[src/design/mtm_pkg.sv]
// Shared constants and types for the median-of-three / block-mean filter.
`default_nettype none

package mtm_pkg;

    // Widths fixed by the stream and register formats
    localparam int DATA_W       = 16;
    localparam int COUNT_W      = 8;
    localparam int SAMPLE_W_DEF = 16;

    // Average count after reset, and the value a zero write is forced to
    localparam logic [COUNT_W-1:0] COUNT_RESET = COUNT_W'(1);
    localparam logic [COUNT_W-1:0] COUNT_MIN   = COUNT_W'(1);

    // Position of the next sample inside its group of three
    typedef enum logic [2:0] {
        POS_FIRST  = 3'b001,
        POS_SECOND = 3'b010,
        POS_THIRD  = 3'b100
    } triple_pos_t;

    // Back end sequencer
    typedef enum logic [1:0] {
        ST_ACC = 2'b01,
        ST_DIV = 2'b10
    } back_state_t;

endpackage

`default_nettype wire

[src/design/mtm_front.sv]
// Front end: takes samples, holds each group of three and forms its median.
`default_nettype none

module mtm_front #(
    parameter int SAMPLE_WIDTH = mtm_pkg::SAMPLE_W_DEF
) (
    input  wire logic                        aclk,
    input  wire logic                        aresetn,
    input  wire logic                        s_tvalid,
    output logic                             s_tready,
    input  wire logic [mtm_pkg::DATA_W-1:0]  s_tdata,
    output logic                             med_valid,
    input  wire logic                        med_ready,
    output logic [SAMPLE_WIDTH-1:0]          med_data
);

    mtm_pkg::triple_pos_t    pos_reg, pos_next;
    logic [SAMPLE_WIDTH-1:0] first_reg, second_reg;
    logic [SAMPLE_WIDTH-1:0] sample;
    logic [SAMPLE_WIDTH-1:0] lo, hi;
    logic                    take;

    // Drop sample bits above the converter width
    assign sample = s_tdata[SAMPLE_WIDTH-1:0];

    // Median of the two held samples and the arriving one
    always_comb begin
        lo = (first_reg < second_reg) ? first_reg : second_reg;
        hi = (first_reg < second_reg) ? second_reg : first_reg;
        if (sample > hi) begin
            med_data = hi;
        end else if (sample > lo) begin
            med_data = sample;
        end else begin
            med_data = lo;
        end
    end

    // Third beat of a group needs room in the median queue
    assign med_valid = s_tvalid && (pos_reg == mtm_pkg::POS_THIRD);
    assign s_tready  = (pos_reg != mtm_pkg::POS_THIRD) || med_ready;
    assign take      = s_tvalid && s_tready;

    // Advance the group position
    always_comb begin
        pos_next = pos_reg;
        if (take) begin
            case (pos_reg)
                mtm_pkg::POS_FIRST:  pos_next = mtm_pkg::POS_SECOND;
                mtm_pkg::POS_SECOND: pos_next = mtm_pkg::POS_THIRD;
                default:             pos_next = mtm_pkg::POS_FIRST;
            endcase
        end
    end

    always_ff @(posedge aclk) begin
        if (!aresetn) begin
            pos_reg <= mtm_pkg::POS_FIRST;
        end else begin
            pos_reg <= pos_next;
        end
    end

    // Hold the first two samples of the group
    always_ff @(posedge aclk) begin
        if (!aresetn) begin
            first_reg  <= '0;
            second_reg <= '0;
        end else if (take) begin
            if (pos_reg == mtm_pkg::POS_FIRST) begin
                first_reg <= sample;
            end
            if (pos_reg == mtm_pkg::POS_SECOND) begin
                second_reg <= sample;
            end
        end
    end

    // A median leaves only on the beat that completes a group
    a_med_on_third: assert property (@(posedge aclk) disable iff (!aresetn)
        med_valid && med_ready |-> pos_reg == mtm_pkg::POS_THIRD && pos_next == mtm_pkg::POS_FIRST)
        else $error("median pushed outside third beat");

    // The median lies within the three samples
    a_med_bounded: assert property (@(posedge aclk) disable iff (!aresetn)
        med_valid |-> med_data >= lo && med_data <= hi || med_data == sample)
        else $error("median out of range");

endmodule

`default_nettype wire

[src/design/mtm_queue.sv]
// Two-entry queue of medians between the front and back ends.
`default_nettype none

module mtm_queue #(
    parameter int SAMPLE_WIDTH = mtm_pkg::SAMPLE_W_DEF
) (
    input  wire logic                    aclk,
    input  wire logic                    aresetn,
    input  wire logic                    in_valid,
    output logic                         in_ready,
    input  wire logic [SAMPLE_WIDTH-1:0] in_data,
    output logic                         out_valid,
    input  wire logic                    out_ready,
    output logic [SAMPLE_WIDTH-1:0]      out_data
);

    logic [SAMPLE_WIDTH-1:0] entry_reg [2];
    logic       wr_ptr_reg, rd_ptr_reg;
    logic [1:0] fill_reg, fill_next;
    logic       push, pop;

    assign in_ready  = (fill_reg != 2'd2);
    assign out_valid = (fill_reg != 2'd0);
    assign out_data  = entry_reg[rd_ptr_reg];
    assign push      = in_valid && in_ready;
    assign pop       = out_valid && out_ready;

    always_comb begin
        fill_next = fill_reg;
        if (push && !pop) begin
            fill_next = fill_reg + 2'd1;
        end else if (pop && !push) begin
            fill_next = fill_reg - 2'd1;
        end
    end

    // Advance pointers and fill level
    always_ff @(posedge aclk) begin
        if (!aresetn) begin
            wr_ptr_reg <= 1'b0;
            rd_ptr_reg <= 1'b0;
            fill_reg   <= 2'd0;
        end else begin
            fill_reg <= fill_next;
            if (push) begin
                wr_ptr_reg <= !wr_ptr_reg;
            end
            if (pop) begin
                rd_ptr_reg <= !rd_ptr_reg;
            end
        end
    end

    // Store pushed medians
    always_ff @(posedge aclk) begin
        if (push) begin
            entry_reg[wr_ptr_reg] <= in_data;
        end
    end

    // Fill level tracks the pointer distance
    a_fill_ptrs: assert property (@(posedge aclk) disable iff (!aresetn)
        (fill_reg == 2'd1) == (wr_ptr_reg != rd_ptr_reg))
        else $error("fill level and pointers disagree");

    a_fill_max: assert property (@(posedge aclk) disable iff (!aresetn)
        fill_reg != 2'd3)
        else $error("queue overfilled");

endmodule

`default_nettype wire

[src/design/mtm_back.sv]
// Back end: sums medians per window, divides by the count, holds the result.
`default_nettype none

module mtm_back #(
    parameter int SAMPLE_WIDTH = mtm_pkg::SAMPLE_W_DEF
) (
    input  wire logic                         aclk,
    input  wire logic                         aresetn,
    input  wire logic                         cfg_wen,
    input  wire logic [mtm_pkg::COUNT_W-1:0]  cfg_wdata,
    input  wire logic                         med_valid,
    output logic                              med_ready,
    input  wire logic [SAMPLE_WIDTH-1:0]      med_data,
    output logic                              m_tvalid,
    input  wire logic                         m_tready,
    output logic [mtm_pkg::DATA_W-1:0]        m_tdata
);

    localparam int CW     = mtm_pkg::COUNT_W;
    localparam int SUM_W  = SAMPLE_WIDTH + CW;
    localparam int STEP_W = $clog2(SUM_W + 1);

    mtm_pkg::back_state_t state_reg, state_next;
    logic [CW-1:0]      avg_count_reg;
    logic [SUM_W-1:0]   sum_reg, sum_next;
    logic [CW-1:0]      taken_reg, taken_next;
    logic [SUM_W-1:0]   dvd_reg, dvd_next;
    logic [CW-1:0]      dsr_reg, dsr_next;
    logic [CW-1:0]      rem_reg, rem_next;
    logic [STEP_W-1:0]  step_reg, step_next;
    logic               out_valid_reg, out_valid_next;
    logic [mtm_pkg::DATA_W-1:0] out_data_reg, out_data_next;

    logic [SUM_W-1:0]   sum_plus;
    logic [CW-1:0]      taken_plus;
    logic               pop, close;
    logic [CW:0]        trial, diff;
    logic               qbit;

    // Average count register; a zero write is taken as one
    always_ff @(posedge aclk) begin
        if (!aresetn) begin
            avg_count_reg <= mtm_pkg::COUNT_RESET;
        end else if (cfg_wen) begin
            avg_count_reg <= (cfg_wdata == '0) ? mtm_pkg::COUNT_MIN : cfg_wdata;
        end
    end

    assign med_ready  = (state_reg == mtm_pkg::ST_ACC);
    assign pop        = med_valid && med_ready;
    assign sum_plus   = sum_reg + SUM_W'(med_data);
    assign taken_plus = taken_reg + CW'(1);
    assign close      = (taken_plus >= avg_count_reg);

    // One restoring divide step per cycle
    assign trial = {rem_reg, dvd_reg[SUM_W-1]};
    assign diff  = trial - {1'b0, dsr_reg};
    assign qbit  = (trial >= {1'b0, dsr_reg});

    always_comb begin
        state_next     = state_reg;
        sum_next       = sum_reg;
        taken_next     = taken_reg;
        dvd_next       = dvd_reg;
        dsr_next       = dsr_reg;
        rem_next       = rem_reg;
        step_next      = step_reg;
        out_valid_next = out_valid_reg && !m_tready;
        out_data_next  = out_data_reg;
        case (state_reg)
            mtm_pkg::ST_ACC: begin
                // Accumulate; close the window into the divider
                if (pop) begin
                    if (close) begin
                        dvd_next   = sum_plus;
                        dsr_next   = taken_plus;
                        rem_next   = '0;
                        step_next  = STEP_W'(SUM_W);
                        sum_next   = '0;
                        taken_next = '0;
                        state_next = mtm_pkg::ST_DIV;
                    end else begin
                        sum_next   = sum_plus;
                        taken_next = taken_plus;
                    end
                end
            end
            mtm_pkg::ST_DIV: begin
                if (step_reg != '0) begin
                    rem_next  = qbit ? diff[CW-1:0] : trial[CW-1:0];
                    dvd_next  = {dvd_reg[SUM_W-2:0], qbit};
                    step_next = step_reg - STEP_W'(1);
                end else if (!out_valid_reg || m_tready) begin
                    // Quotient fits the sample width; hand it to the output
                    out_data_next  = mtm_pkg::DATA_W'(dvd_reg[SAMPLE_WIDTH-1:0]);
                    out_valid_next = 1'b1;
                    state_next     = mtm_pkg::ST_ACC;
                end
            end
            default: begin
                state_next = mtm_pkg::ST_ACC;
            end
        endcase
    end

    always_ff @(posedge aclk) begin
        if (!aresetn) begin
            state_reg     <= mtm_pkg::ST_ACC;
            sum_reg       <= '0;
            taken_reg     <= '0;
            step_reg      <= '0;
            out_valid_reg <= 1'b0;
        end else begin
            state_reg     <= state_next;
            sum_reg       <= sum_next;
            taken_reg     <= taken_next;
            step_reg      <= step_next;
            out_valid_reg <= out_valid_next;
        end
    end

    // Divider and output payload
    always_ff @(posedge aclk) begin
        dvd_reg      <= dvd_next;
        dsr_reg      <= dsr_next;
        rem_reg      <= rem_next;
        out_data_reg <= out_data_next;
    end

    assign m_tvalid = out_valid_reg;
    assign m_tdata  = out_data_reg;

    // No median is taken while a division runs
    a_no_pop_div: assert property (@(posedge aclk) disable iff (!aresetn)
        state_reg == mtm_pkg::ST_DIV |-> !pop)
        else $error("median taken during divide");

    // Divisor is never zero while dividing
    a_dsr_nonzero: assert property (@(posedge aclk) disable iff (!aresetn)
        state_reg == mtm_pkg::ST_DIV |-> dsr_reg != '0)
        else $error("zero divisor");

    // Window count and sum are cleared after each close
    a_taken_below: assert property (@(posedge aclk) disable iff (!aresetn)
        $past(pop) && $past(close) |-> taken_reg == '0 && sum_reg == '0)
        else $error("window not cleared on close");

endmodule

`default_nettype wire

[src/design/median3_then_mean_filter.sv]
// Top level of the median-of-three despike filter with block-mean decimation.
//
//   channel   direction  beat contents
//   s_        in         tdata[15:0] raw_sample
//   m_        out        tdata[15:0] filtered_value
//   cfg_      in         wdata[7:0]  average_count (write only)
//
// Every third sample pushes its median into a two-entry queue. The back end
// adds one median per cycle while accumulating, takes none while dividing,
// and at the end of a window runs a one-bit-per-cycle restoring divider on
// the window sum. With small values of average_count the divider limits the
// sample rate; larger counts hide it.
// Reset (aresetn low, synchronous) clears all control state; no clearing pass.
// A stalled result port holds the output register and, once the queue fills,
// back-pressures the sample port.
`default_nettype none

module median3_then_mean_filter #(
    parameter int SAMPLE_WIDTH = mtm_pkg::SAMPLE_W_DEF
) (
    input  wire logic                         aclk,
    input  wire logic                         aresetn,
    input  wire logic                         cfg_wen,
    input  wire logic [mtm_pkg::COUNT_W-1:0]  cfg_wdata,   // [7:0] average_count
    input  wire logic                         s_tvalid,
    output logic                              s_tready,
    input  wire logic [mtm_pkg::DATA_W-1:0]   s_tdata,     // [15:0] raw_sample
    output logic                              m_tvalid,
    input  wire logic                         m_tready,
    output logic [mtm_pkg::DATA_W-1:0]        m_tdata      // [15:0] filtered_value
);

    logic                    f_valid, f_ready;
    logic [SAMPLE_WIDTH-1:0] f_data;
    logic                    b_valid, b_ready;
    logic [SAMPLE_WIDTH-1:0] b_data;

    mtm_front #(.SAMPLE_WIDTH(SAMPLE_WIDTH)) u_front (
        .aclk      (aclk),
        .aresetn   (aresetn),
        .s_tvalid  (s_tvalid),
        .s_tready  (s_tready),
        .s_tdata   (s_tdata),
        .med_valid (f_valid),
        .med_ready (f_ready),
        .med_data  (f_data)
    );

    mtm_queue #(.SAMPLE_WIDTH(SAMPLE_WIDTH)) u_queue (
        .aclk      (aclk),
        .aresetn   (aresetn),
        .in_valid  (f_valid),
        .in_ready  (f_ready),
        .in_data   (f_data),
        .out_valid (b_valid),
        .out_ready (b_ready),
        .out_data  (b_data)
    );

    mtm_back #(.SAMPLE_WIDTH(SAMPLE_WIDTH)) u_back (
        .aclk      (aclk),
        .aresetn   (aresetn),
        .cfg_wen   (cfg_wen),
        .cfg_wdata (cfg_wdata),
        .med_valid (b_valid),
        .med_ready (b_ready),
        .med_data  (b_data),
        .m_tvalid  (m_tvalid),
        .m_tready  (m_tready),
        .m_tdata   (m_tdata)
    );

endmodule

`default_nettype wire

[config.mk]
export PLATFORM = sky130hd
export DESIGN_NAME = median3_then_mean_filter
export DESIGN_NICKNAME = d
export VERILOG_FILES = /design/src/design/mtm_pkg.sv /design/src/design/mtm_front.sv /design/src/design/mtm_queue.sv /design/src/design/mtm_back.sv /design/src/design/median3_then_mean_filter.sv
export SDC_FILE = /design/constraint.sdc
export NUM_CORES = 1
export LEC_CHECK = 0
export ABC_AREA = 1
export BUFFER_PORTS_ARGS = -buffer_cell sky130_fd_sc_hd__buf_2
export CORE_MARGIN = 8
export CORE_UTILIZATION = 32
export DETAILED_ROUTE_END_ITERATION = 7
export MAX_ROUTING_LAYER = met4
export PLACE_DENSITY = 0.52
export RECOVER_POWER = 50
export SYNTH_ARGS = -nofsm -noshare
export SYNTH_HDL_FRONTEND = slang
export SYNTH_SLANG_ARGS = --single-unit
[constraint.sdc]
create_clock -name aclk -period 7.4 [get_ports aclk]
set_input_delay 0.74 -clock aclk [delete_from_list [all_inputs] [get_ports aclk]]
set_output_delay 0.74 -clock aclk [all_outputs]
set_load 0.01 [all_outputs]
==> impl_metrics.env, run 1 <==
export IMPL_status="finished with violations"
export IMPL_power_frac_comb=0.410
export IMPL_required_ns=7.57
export IMPL_period_needed_ns=4.176
export IMPL_clockPowerShare=0.247
export IMPL_ys_seq_elements=176
export IMPL_finClkSkew_ns=0.01541
export IMPL_syn_area_per_cell_um2=7.803
export IMPL_slew_violations=86
export IMPL_criticalPathCategory="flip-flop to flip-flop"
export IMPL_place_hpwl_um=18660
export IMPL_portBuffers=46
export IMPL_synthFlopType="edfxtp_1"
export IMPL_post_cts_setup_buffers=0
export IMPL_yosysMostFrequentCell="nand2_1"
export IMPL_synthTopCellsByArea="edfxtp_1, dfxtp_1, nand2_1"
export IMPL_grt_usage=0.1315
export IMPL_drc=0
export IMPL_path_cells="inv_1 > ha_1 > a21oi_1 > nor2_1 > nor3_1 > nand2_1 > nand2_2 > nand2_4 > nand2_1 > nand2_1 > ha_1 > a21oi_1 > o21ai_0 > a21oi_1 > nand2_1 > nand2_2 > inv_2 > nand3_1 > nand2_1"
export IMPL_ios=47
export IMPL_synth_area_mm2=0.01078
export IMPL_cts_path_max_buffers=2
export IMPL_fin_crit_sh=0.5643
export IMPL_rsz0062_at_grt="false"
export IMPL_place_ws_ns=3.197
export IMPL_crit_fanout=33
export IMPL_vias_per_cell=4.612
export IMPL_cp_data_arrival_time_ns=4.34
export IMPL_crit_buf_inv=2
export IMPL_cts_buffers=17
export IMPL_vias=8629
export IMPL_worst_setup_path_end_kind="flip-flop"
export IMPL_htreeDepth=4
export IMPL_powerDensity_mw_per_mm2=316.0
export IMPL_cp_slowest_stage_delay_ns=0.49
export IMPL_ys_types=44
export IMPL_wl_met3_um=982
export IMPL_diodes=0
export IMPL_area_growth_pct=10.66
export IMPL_max_cap_violations=2
export IMPL_wl_um=24570
export IMPL_whs_ns=0.4488
export IMPL_grt_overflow=0
export IMPL_grt_pass1_wl_um=41510
export IMPL_setup_ws_ns=3.224
export IMPL_wl_met1_um=12830
export IMPL_swShare=0.4092
export IMPL_holdCritPathClass="flip-flop to flip-flop"
export IMPL_grt_max_degree=48
export IMPL_die_h_um=199.6
export IMPL_die_width_um=199.6
export IMPL_ctsResizeCount=0
export IMPL_ys_async_sr_fraction=0
export IMPL_post_synth_top_area_fraction=0.2450
export IMPL_crit_slowest_cell="nand2_2"
export IMPL_highest_layer="met4"
export IMPL_max_freq_mhz=239.5
export IMPL_worstSkewPairLatency_ns=0.44
export IMPL_fin_cells=1871
export IMPL_ys_seq_area_frac=0.4084
export IMPL_p_seq_frac=0.342
export IMPL_dr_wl_met2_um=10580
export IMPL_syn_inst=1382
export IMPL_cpMostUsedCell="nand2_1"
export IMPL_tns_ns=0
export IMPL_fp_dieArea_mm2=0.03983
export IMPL_start_util=0.3232
export IMPL_final_layout_size_suffix_gt1_frac=0.09136
export IMPL_coreArea_mm2=0.03336
export IMPL_leakage_nw=5.290
export IMPL_start_kind="flip-flop"
export IMPL_largest_register_ffs=32
export IMPL_antenna_found_initial=0
export IMPL_failed_checks="capacitance limit, slew limit"
export IMPL_drt_iter0_markers=539
export IMPL_grt_pass1_vias=8413
export IMPL_power_switching_w=0.001543
export IMPL_ant_nets=0
export IMPL_holdBufCountCts=0
export IMPL_syn_nets=1496
export IMPL_fin_nets=1524
export IMPL_dr_pass1_iters=5
export IMPL_clock_sinks=176
export IMPL_maxSlewHeadroom=-0.3206
export IMPL_cts_root_buf="clkbuf_16"
export IMPL_yosys_warnings=0
export IMPL_yosysTopAreaCell="edfxtp_1"
export IMPL_rows=67
export IMPL_worst_slew_pin_slew_ns=1.981
export IMPL_cts_tree="built"
export IMPL_wl_per_cell_um=13.13
export IMPL_ir_drop_mv=0.1838
export IMPL_place_inst=1839
export IMPL_cp_top_family="simple AND/OR/NAND/NOR gates"
export IMPL_synthTopCellsByCount="nand2_1, inv_1, nand3_1"
export IMPL_n_fill_cell=3618
export IMPL_p_int_w=0.002228
export IMPL_path_clk_slew_ns=0.07
export IMPL_setup_viol=0
export IMPL_synth_edff_count=88
export IMPL_finalHoldViolCount=0
export IMPL_place_congestion=0.8744
## cell type report
class,count,area (µm²),share of cell area
Tap cell,448,560.5,0.04697
Sequential cell,176,4404,0.3691
Timing Repair Buffer,54,249.0,0.02086
Inverter,180,675.6,0.05662
Multi-Input combinational cell,981,5436,0.4555
Clock buffer,18,450.4,0.03774
Clock inverter,14,157.7,0.01321
## worst paths after layout
kind | end | depth (start not counted) | slack, ns | from
worst max-delay path | u_queue.entry_reg[1][12]$_DFFE_PP_ | 19 | 3.22 | u_front.second_reg[5]$_SDFFE_PN0P_
worst min-delay path | u_queue.rd_ptr_reg$_SDFFE_PN0P_ | 1 | 0.45 | u_queue.rd_ptr_reg$_SDFFE_PN0P_
worst max register to register | u_queue.entry_reg[1][12]$_DFFE_PP_ | 19 | 3.22 | u_front.second_reg[5]$_SDFFE_PN0P_
worst min register to register | u_queue.rd_ptr_reg$_SDFFE_PN0P_ | 1 | 0.45 | u_queue.rd_ptr_reg$_SDFFE_PN0P_
## per-stage QoR
stage,utilization,total power [W],instance area (µm²)
2_1_floorplan,-,0.002505,10780
3_3_place_gp,0.3408,0.002850,11370
3_5_place_dp,0.3408,0.002867,11370
4_1_cts,0.3591,0.003821,11980
5_1_grt,0.3577,0.004100,11930
6_report,0.3577,0.003771,11930
## logic make-up (layout without fill, tap and decap cells)
logic type | after synthesis | after routing | synth area share
AOI/OAI and AO/OA | 203 | 203 | 0.1000
xor gates and xnor gates | 25 | 25 | 0.02030
adders and majority gates | 85 | 85 | 0.1000
buffers and inverters | 225 | 266 | 0.08702
DFF | 176 | 176 | 0.4084
muxes | 16 | 16 | 0.01671
and+or+nand+nor | 652 | 652 | 0.2675
## power by group through the flow
stage | clock network (W) | logic [W] | registers, W
6_report | 0.000933 | 0.00155 | 0.00129
5_1_grt | 0.00100 | 0.00179 | 0.00131
4_1_cts | 0.000964 | 0.00156 | 0.00129
3_5_place_dp | 0 | 0.00155 | 0.00131
3_3_place_gp | 0 | 0.00154 | 0.00131
2_1_floorplan | 0 | 0.00123 | 0.00128
## cells in the final DEF, fill, tap and decap left out, types with 4 or more instances in the layout
master     synthesis  layout
a22oi_1            4       4
xnor2_1            5       5
ha_1              83      83
nand2_2           19      19
nand2_4            4       4
inv_8              0       7
buf_2             12      28
nand4_1            9       9
nor3_1             7       8
inv_2              4       4
a21oi_1          121     121
nand3_1          126     126
clkbuf_16          0      18
a21oi_2            6       6
nor2_1            60      60
nand3b_1           8       8
clkbuf_1          18      23
o21ai_0           56      58
nand2_1          381     381
edfxtp_1          88      88
inv_1            175     175
xor2_1            20      20
and2_1            18      18
dfxtp_1           88      88
o21ai_1            6       4
nor2_2             8       8
mux2_2            16      16
## metal layers
metal / vias up / global-route usage
li1: 4600 / -
met1: 3854 / 0.1819
met2: 160 / 0.1973
met3: 15 / 0.02442
met4: 0 / 0.02970
met5: - / -
## worst register-to-register path, stage by stage, from the launching register on
cell and delay [ns]:
dfxtp_1 0.35, inv_1 0.08, ha_1 0.31, a21oi_1 0.14, nor2_1 0.05, nor3_1 0.13, nand2_1 0.12, nand2_2 0.49
nand2_4 0.38, nand2_1 0.21, nand2_1 0.08, ha_1 0.29, a21oi_1 0.16, o21ai_0 0.10, a21oi_1 0.23, nand2_1 0.10
nand2_2 0.26, inv_2 0.23, nand3_1 0.13, nand2_1 0.11
Note: power is estimated with default switching activity, not from simulation.
==> run 2: changes to the inputs <==
--- a/config.mk
+++ b/config.mk
@@ -5,7 +5,7 @@
 export SDC_FILE = /design/constraint.sdc
 export NUM_CORES = 1
 export LEC_CHECK = 0
-export ABC_AREA = 1
+export ABC_AREA = 0
 export BUFFER_PORTS_ARGS = -buffer_cell sky130_fd_sc_hd__buf_2
 export CORE_MARGIN = 8
 export CORE_UTILIZATION = 32
==> constraint.sdc (replaced) <==
create_clock -name aclk -period 4 [get_ports aclk]
set_input_delay 0.4 -clock aclk [delete_from_list [all_inputs] [get_ports aclk]]
set_output_delay 0.4 -clock aclk [all_outputs]
set_load 0.01 [all_outputs]
==> run 2 against run 1 <==
Against the previous run:
- the flow now finishes without violations
- largest cell class unchanged
- combinational power increased by 56%
- register-to-register slack got worse by 3.1 ns
- sequential cell count unchanged
- sequential power increased by 82%
- synthesized cell count decreased by 25%
- non-clock buffer count increased by 68
- clock power increased by 78%
- die area decreased by 6.4%
- global-route usage increased by 0.52 points
==> impl_metrics.env, run 2 <==
export IMPL_status="finished clean"
export IMPL_whs_ns=0.2088
export IMPL_worstSkewPairLatency_ns=0.44
export IMPL_wl_um=23770
export IMPL_worst_setup_path_end_kind="flip-flop"
export IMPL_ant_nets=0
export IMPL_yosys_warnings=0
export IMPL_die_width_um=193.1
export IMPL_worstRegToRegCells=21
export IMPL_criticalPathCategory="flip-flop to flip-flop"
export IMPL_synthTopCellsByCount="nand2_1, a21oi_1, dfxtp_1, edfxtp_1, ha_1"
export IMPL_fp_dieArea_mm2=0.03729
export IMPL_timing_rr_end="u_queue.entry_reg[0][13]$_DFFE_PP_"
export IMPL_place_area_mm2=0.01109
export IMPL_ios=47
export IMPL_leakage_nw=4.561
export IMPL_ys_seq_elements=176
export IMPL_slew_violations=0
export IMPL_setup_viol=0
export IMPL_coreArea_mm2=0.03123
export IMPL_hp_start="cfg_wdata[5]"
export IMPL_cts_path_max_buffers=2
export IMPL_path_clk_slew_ns=0.08
export IMPL_multi_input_area_mm2=0.005320
export IMPL_maxSlewHeadroom=0.1054
export IMPL_holdPathStages=3
export IMPL_grt_pass1_vias=7548
export IMPL_ir_drop_mv=0.3248
export IMPL_regArea_mm2=0.004408
export IMPL_synthTopCellsByArea="edfxtp_1, dfxtp_1, ha_1"
export IMPL_final_layout_size_suffix_gt1_frac=0.1642
export IMPL_finalHoldViolCount=0
export IMPL_antenna_found_initial=0
export IMPL_tns_ns=0
export IMPL_cp_data_arrival_time_ns=4.07
export IMPL_cts_tree="built"
export IMPL_mostFrequentLayoutCell="nand2_1"
export IMPL_setup_ws_ns=0.09925
export IMPL_powerDensity_mw_per_mm2=543.6
export IMPL_dr_pass1_iters=5
export IMPL_syn_area_per_cell_um2=9.668
export IMPL_synth_edff_count=88
export IMPL_wl_per_cell_um=15.36
export IMPL_final_cell_area_mm2=0.01184
export IMPL_rsz0062_at_grt="true"
export IMPL_r2r_start="u_front.second_reg[9]$_SDFFE_PN0P_"
export IMPL_yosysMostFrequentCell="nand2_1"
export IMPL_syn_inst=1038
export IMPL_place_hpwl_um=17440
export IMPL_clock_sinks=176
export IMPL_largest_register_ffs=32
export IMPL_vias=7702
export IMPL_post_synth_top_area_fraction=0.2633
export IMPL_n_fill_cell=3156
export IMPL_grt_overflow=0
export IMPL_crit_fanout=8
export IMPL_yosysTopAreaCell="edfxtp_1"
export IMPL_cts_root_buf="clkbuf_16"
export IMPL_cts_buffers=17
export IMPL_synth_area_mm2=0.01004
export IMPL_max_cap_violations=0
export IMPL_start_kind="flip-flop"
export IMPL_ys_types=72
export IMPL_htreeDepth=4
export IMPL_r2r_slack_ns=0.1
export IMPL_fin_total_pwr_w=0.006437
export IMPL_grt_pass1_wl_um=39510
export IMPL_portBuffers=46
export IMPL_ys_seq_area_frac=0.4388
export IMPL_place_ws_ns=-0.1098
export IMPL_syn_nets=1152
export IMPL_place_congestion=0.8482
export IMPL_mostFrequentLayoutCells="nand2_1, a21oi_1, edfxtp_1, dfxtp_1, ha_1"
export IMPL_drc=0
export IMPL_start_util=0.3214
export IMPL_die_h_um=193.1
export IMPL_fin_crit_sh=0.9752
export IMPL_worst_slew_pin_slew_ns=1.340
export IMPL_max_freq_mhz=256.4
export IMPL_grt_usage=0.1367
export IMPL_ys_async_sr_fraction=0
export IMPL_fin_nets=1246
export IMPL_area_growth_pct=18.00
export IMPL_vias_per_cell=4.979
export IMPL_rows=65
export IMPL_grt_max_degree=41
export IMPL_period_needed_ns=3.901
export IMPL_worstHoldEndpoint="u_back.avg_count_reg[5]$_SDFFE_PN0P_"
export IMPL_finClkSkew_ns=0.01589
export IMPL_drt_iter0_markers=389
export IMPL_synthFlopType="edfxtp_1"
export IMPL_diodes=0
export IMPL_required_ns=4.17
export IMPL_holdCritPathClass="primary input to flip-flop"
-- run 2: worst max-delay path by stage --
stage | from | slack, ns | endpoint
after floorplan | u_front.second_reg[9]$_SDFFE_PN0P_ | 0.02 | u_queue.entry_reg[0][10]$_DFFE_PP_
after global placement | u_front.second_reg[9]$_SDFFE_PN0P_ | -0.03 | u_queue.entry_reg[0][11]$_DFFE_PP_
after detailed placement | u_front.second_reg[9]$_SDFFE_PN0P_ | -0.11 | u_queue.entry_reg[0][9]$_DFFE_PP_
after CTS | u_front.second_reg[9]$_SDFFE_PN0P_ | 0.02 | u_queue.entry_reg[0][13]$_DFFE_PP_
after global routing | u_front.second_reg[15]$_SDFFE_PN0P_ | -0.11 | u_queue.entry_reg[1][13]$_DFFE_PP_
final | u_front.second_reg[9]$_SDFFE_PN0P_ | 0.1 | u_queue.entry_reg[0][13]$_DFFE_PP_
-- run 2: kinds of logic after synthesis --
group,share of synthesized area
DFF,0.4388
xor gates and xnor gates,0.02880
adders and majority gates,0.1075
buffers and inverters,0.03977
and+or+nand+nor,0.1638
AOI/OAI and AO/OA,0.1671
muxes,0.05423
-- run 2: through the flow --
step | cells | utilization
floorplan | 1038 | -
global placement | 1506 | 0.3551
detailed placement | 1506 | 0.3551
CTS | 1546 | 0.3782
global route | 1547 | 0.3792
finish | 1547 | 0.3792
-- run 2: worst max-delay path, cell delays in order (launching register included) --
cell and delay (ns):
dfxtp_2 0.34, inv_2 0.05, ha_4 0.21, a21o_1 0.15
a21o_1 0.16, a21oi_2 0.16, o211ai_1 0.16, a31oi_4 0.19
buf_12 0.15, buf_2 0.15, buf_4 0.11, mux2i_1 0.06
ha_1 0.29, nand4_1 0.15, nor4_2 0.19, buf_4 0.16
and2_1 0.17, a31oi_4 0.04, o21ba_4 0.26, mux2i_4 0.08
buf_6 0.14, o221a_1 0.28
-- run 2: what timing repair did --
action	CTS	global route
resized for setup	11	15
cloned	2	0
setup buffers	6	1
pin swaps	10	29
hold buffers	0	0
endpoints found under the setup margin	32	32
-- run 2: routing by layer --
layer  wire length (µm)  global-route usage
met5                  0                   -
met4                315             0.03669
met3                840             0.02302
met2              10310              0.2032
met1              12300              0.1902
-- run 2: report_power, final --
group	internal, W	total [W]	switching (W)
Combinational	0.00104	0.00242	0.00138
Sequential	0.00223	0.00235	0.000127
Clock	0.000895	0.00166	0.000769
-- run 2: final cells by class --
class | instances | area share
Inverter | 54 | 0.01712
Tap cell | 402 | 0.04247
Clock inverter | 12 | 0.009192
Multi-Input combinational cell | 761 | 0.4492
Sequential cell | 176 | 0.3722
Timing Repair Buffer | 122 | 0.06931
Clock buffer | 20 | 0.04046
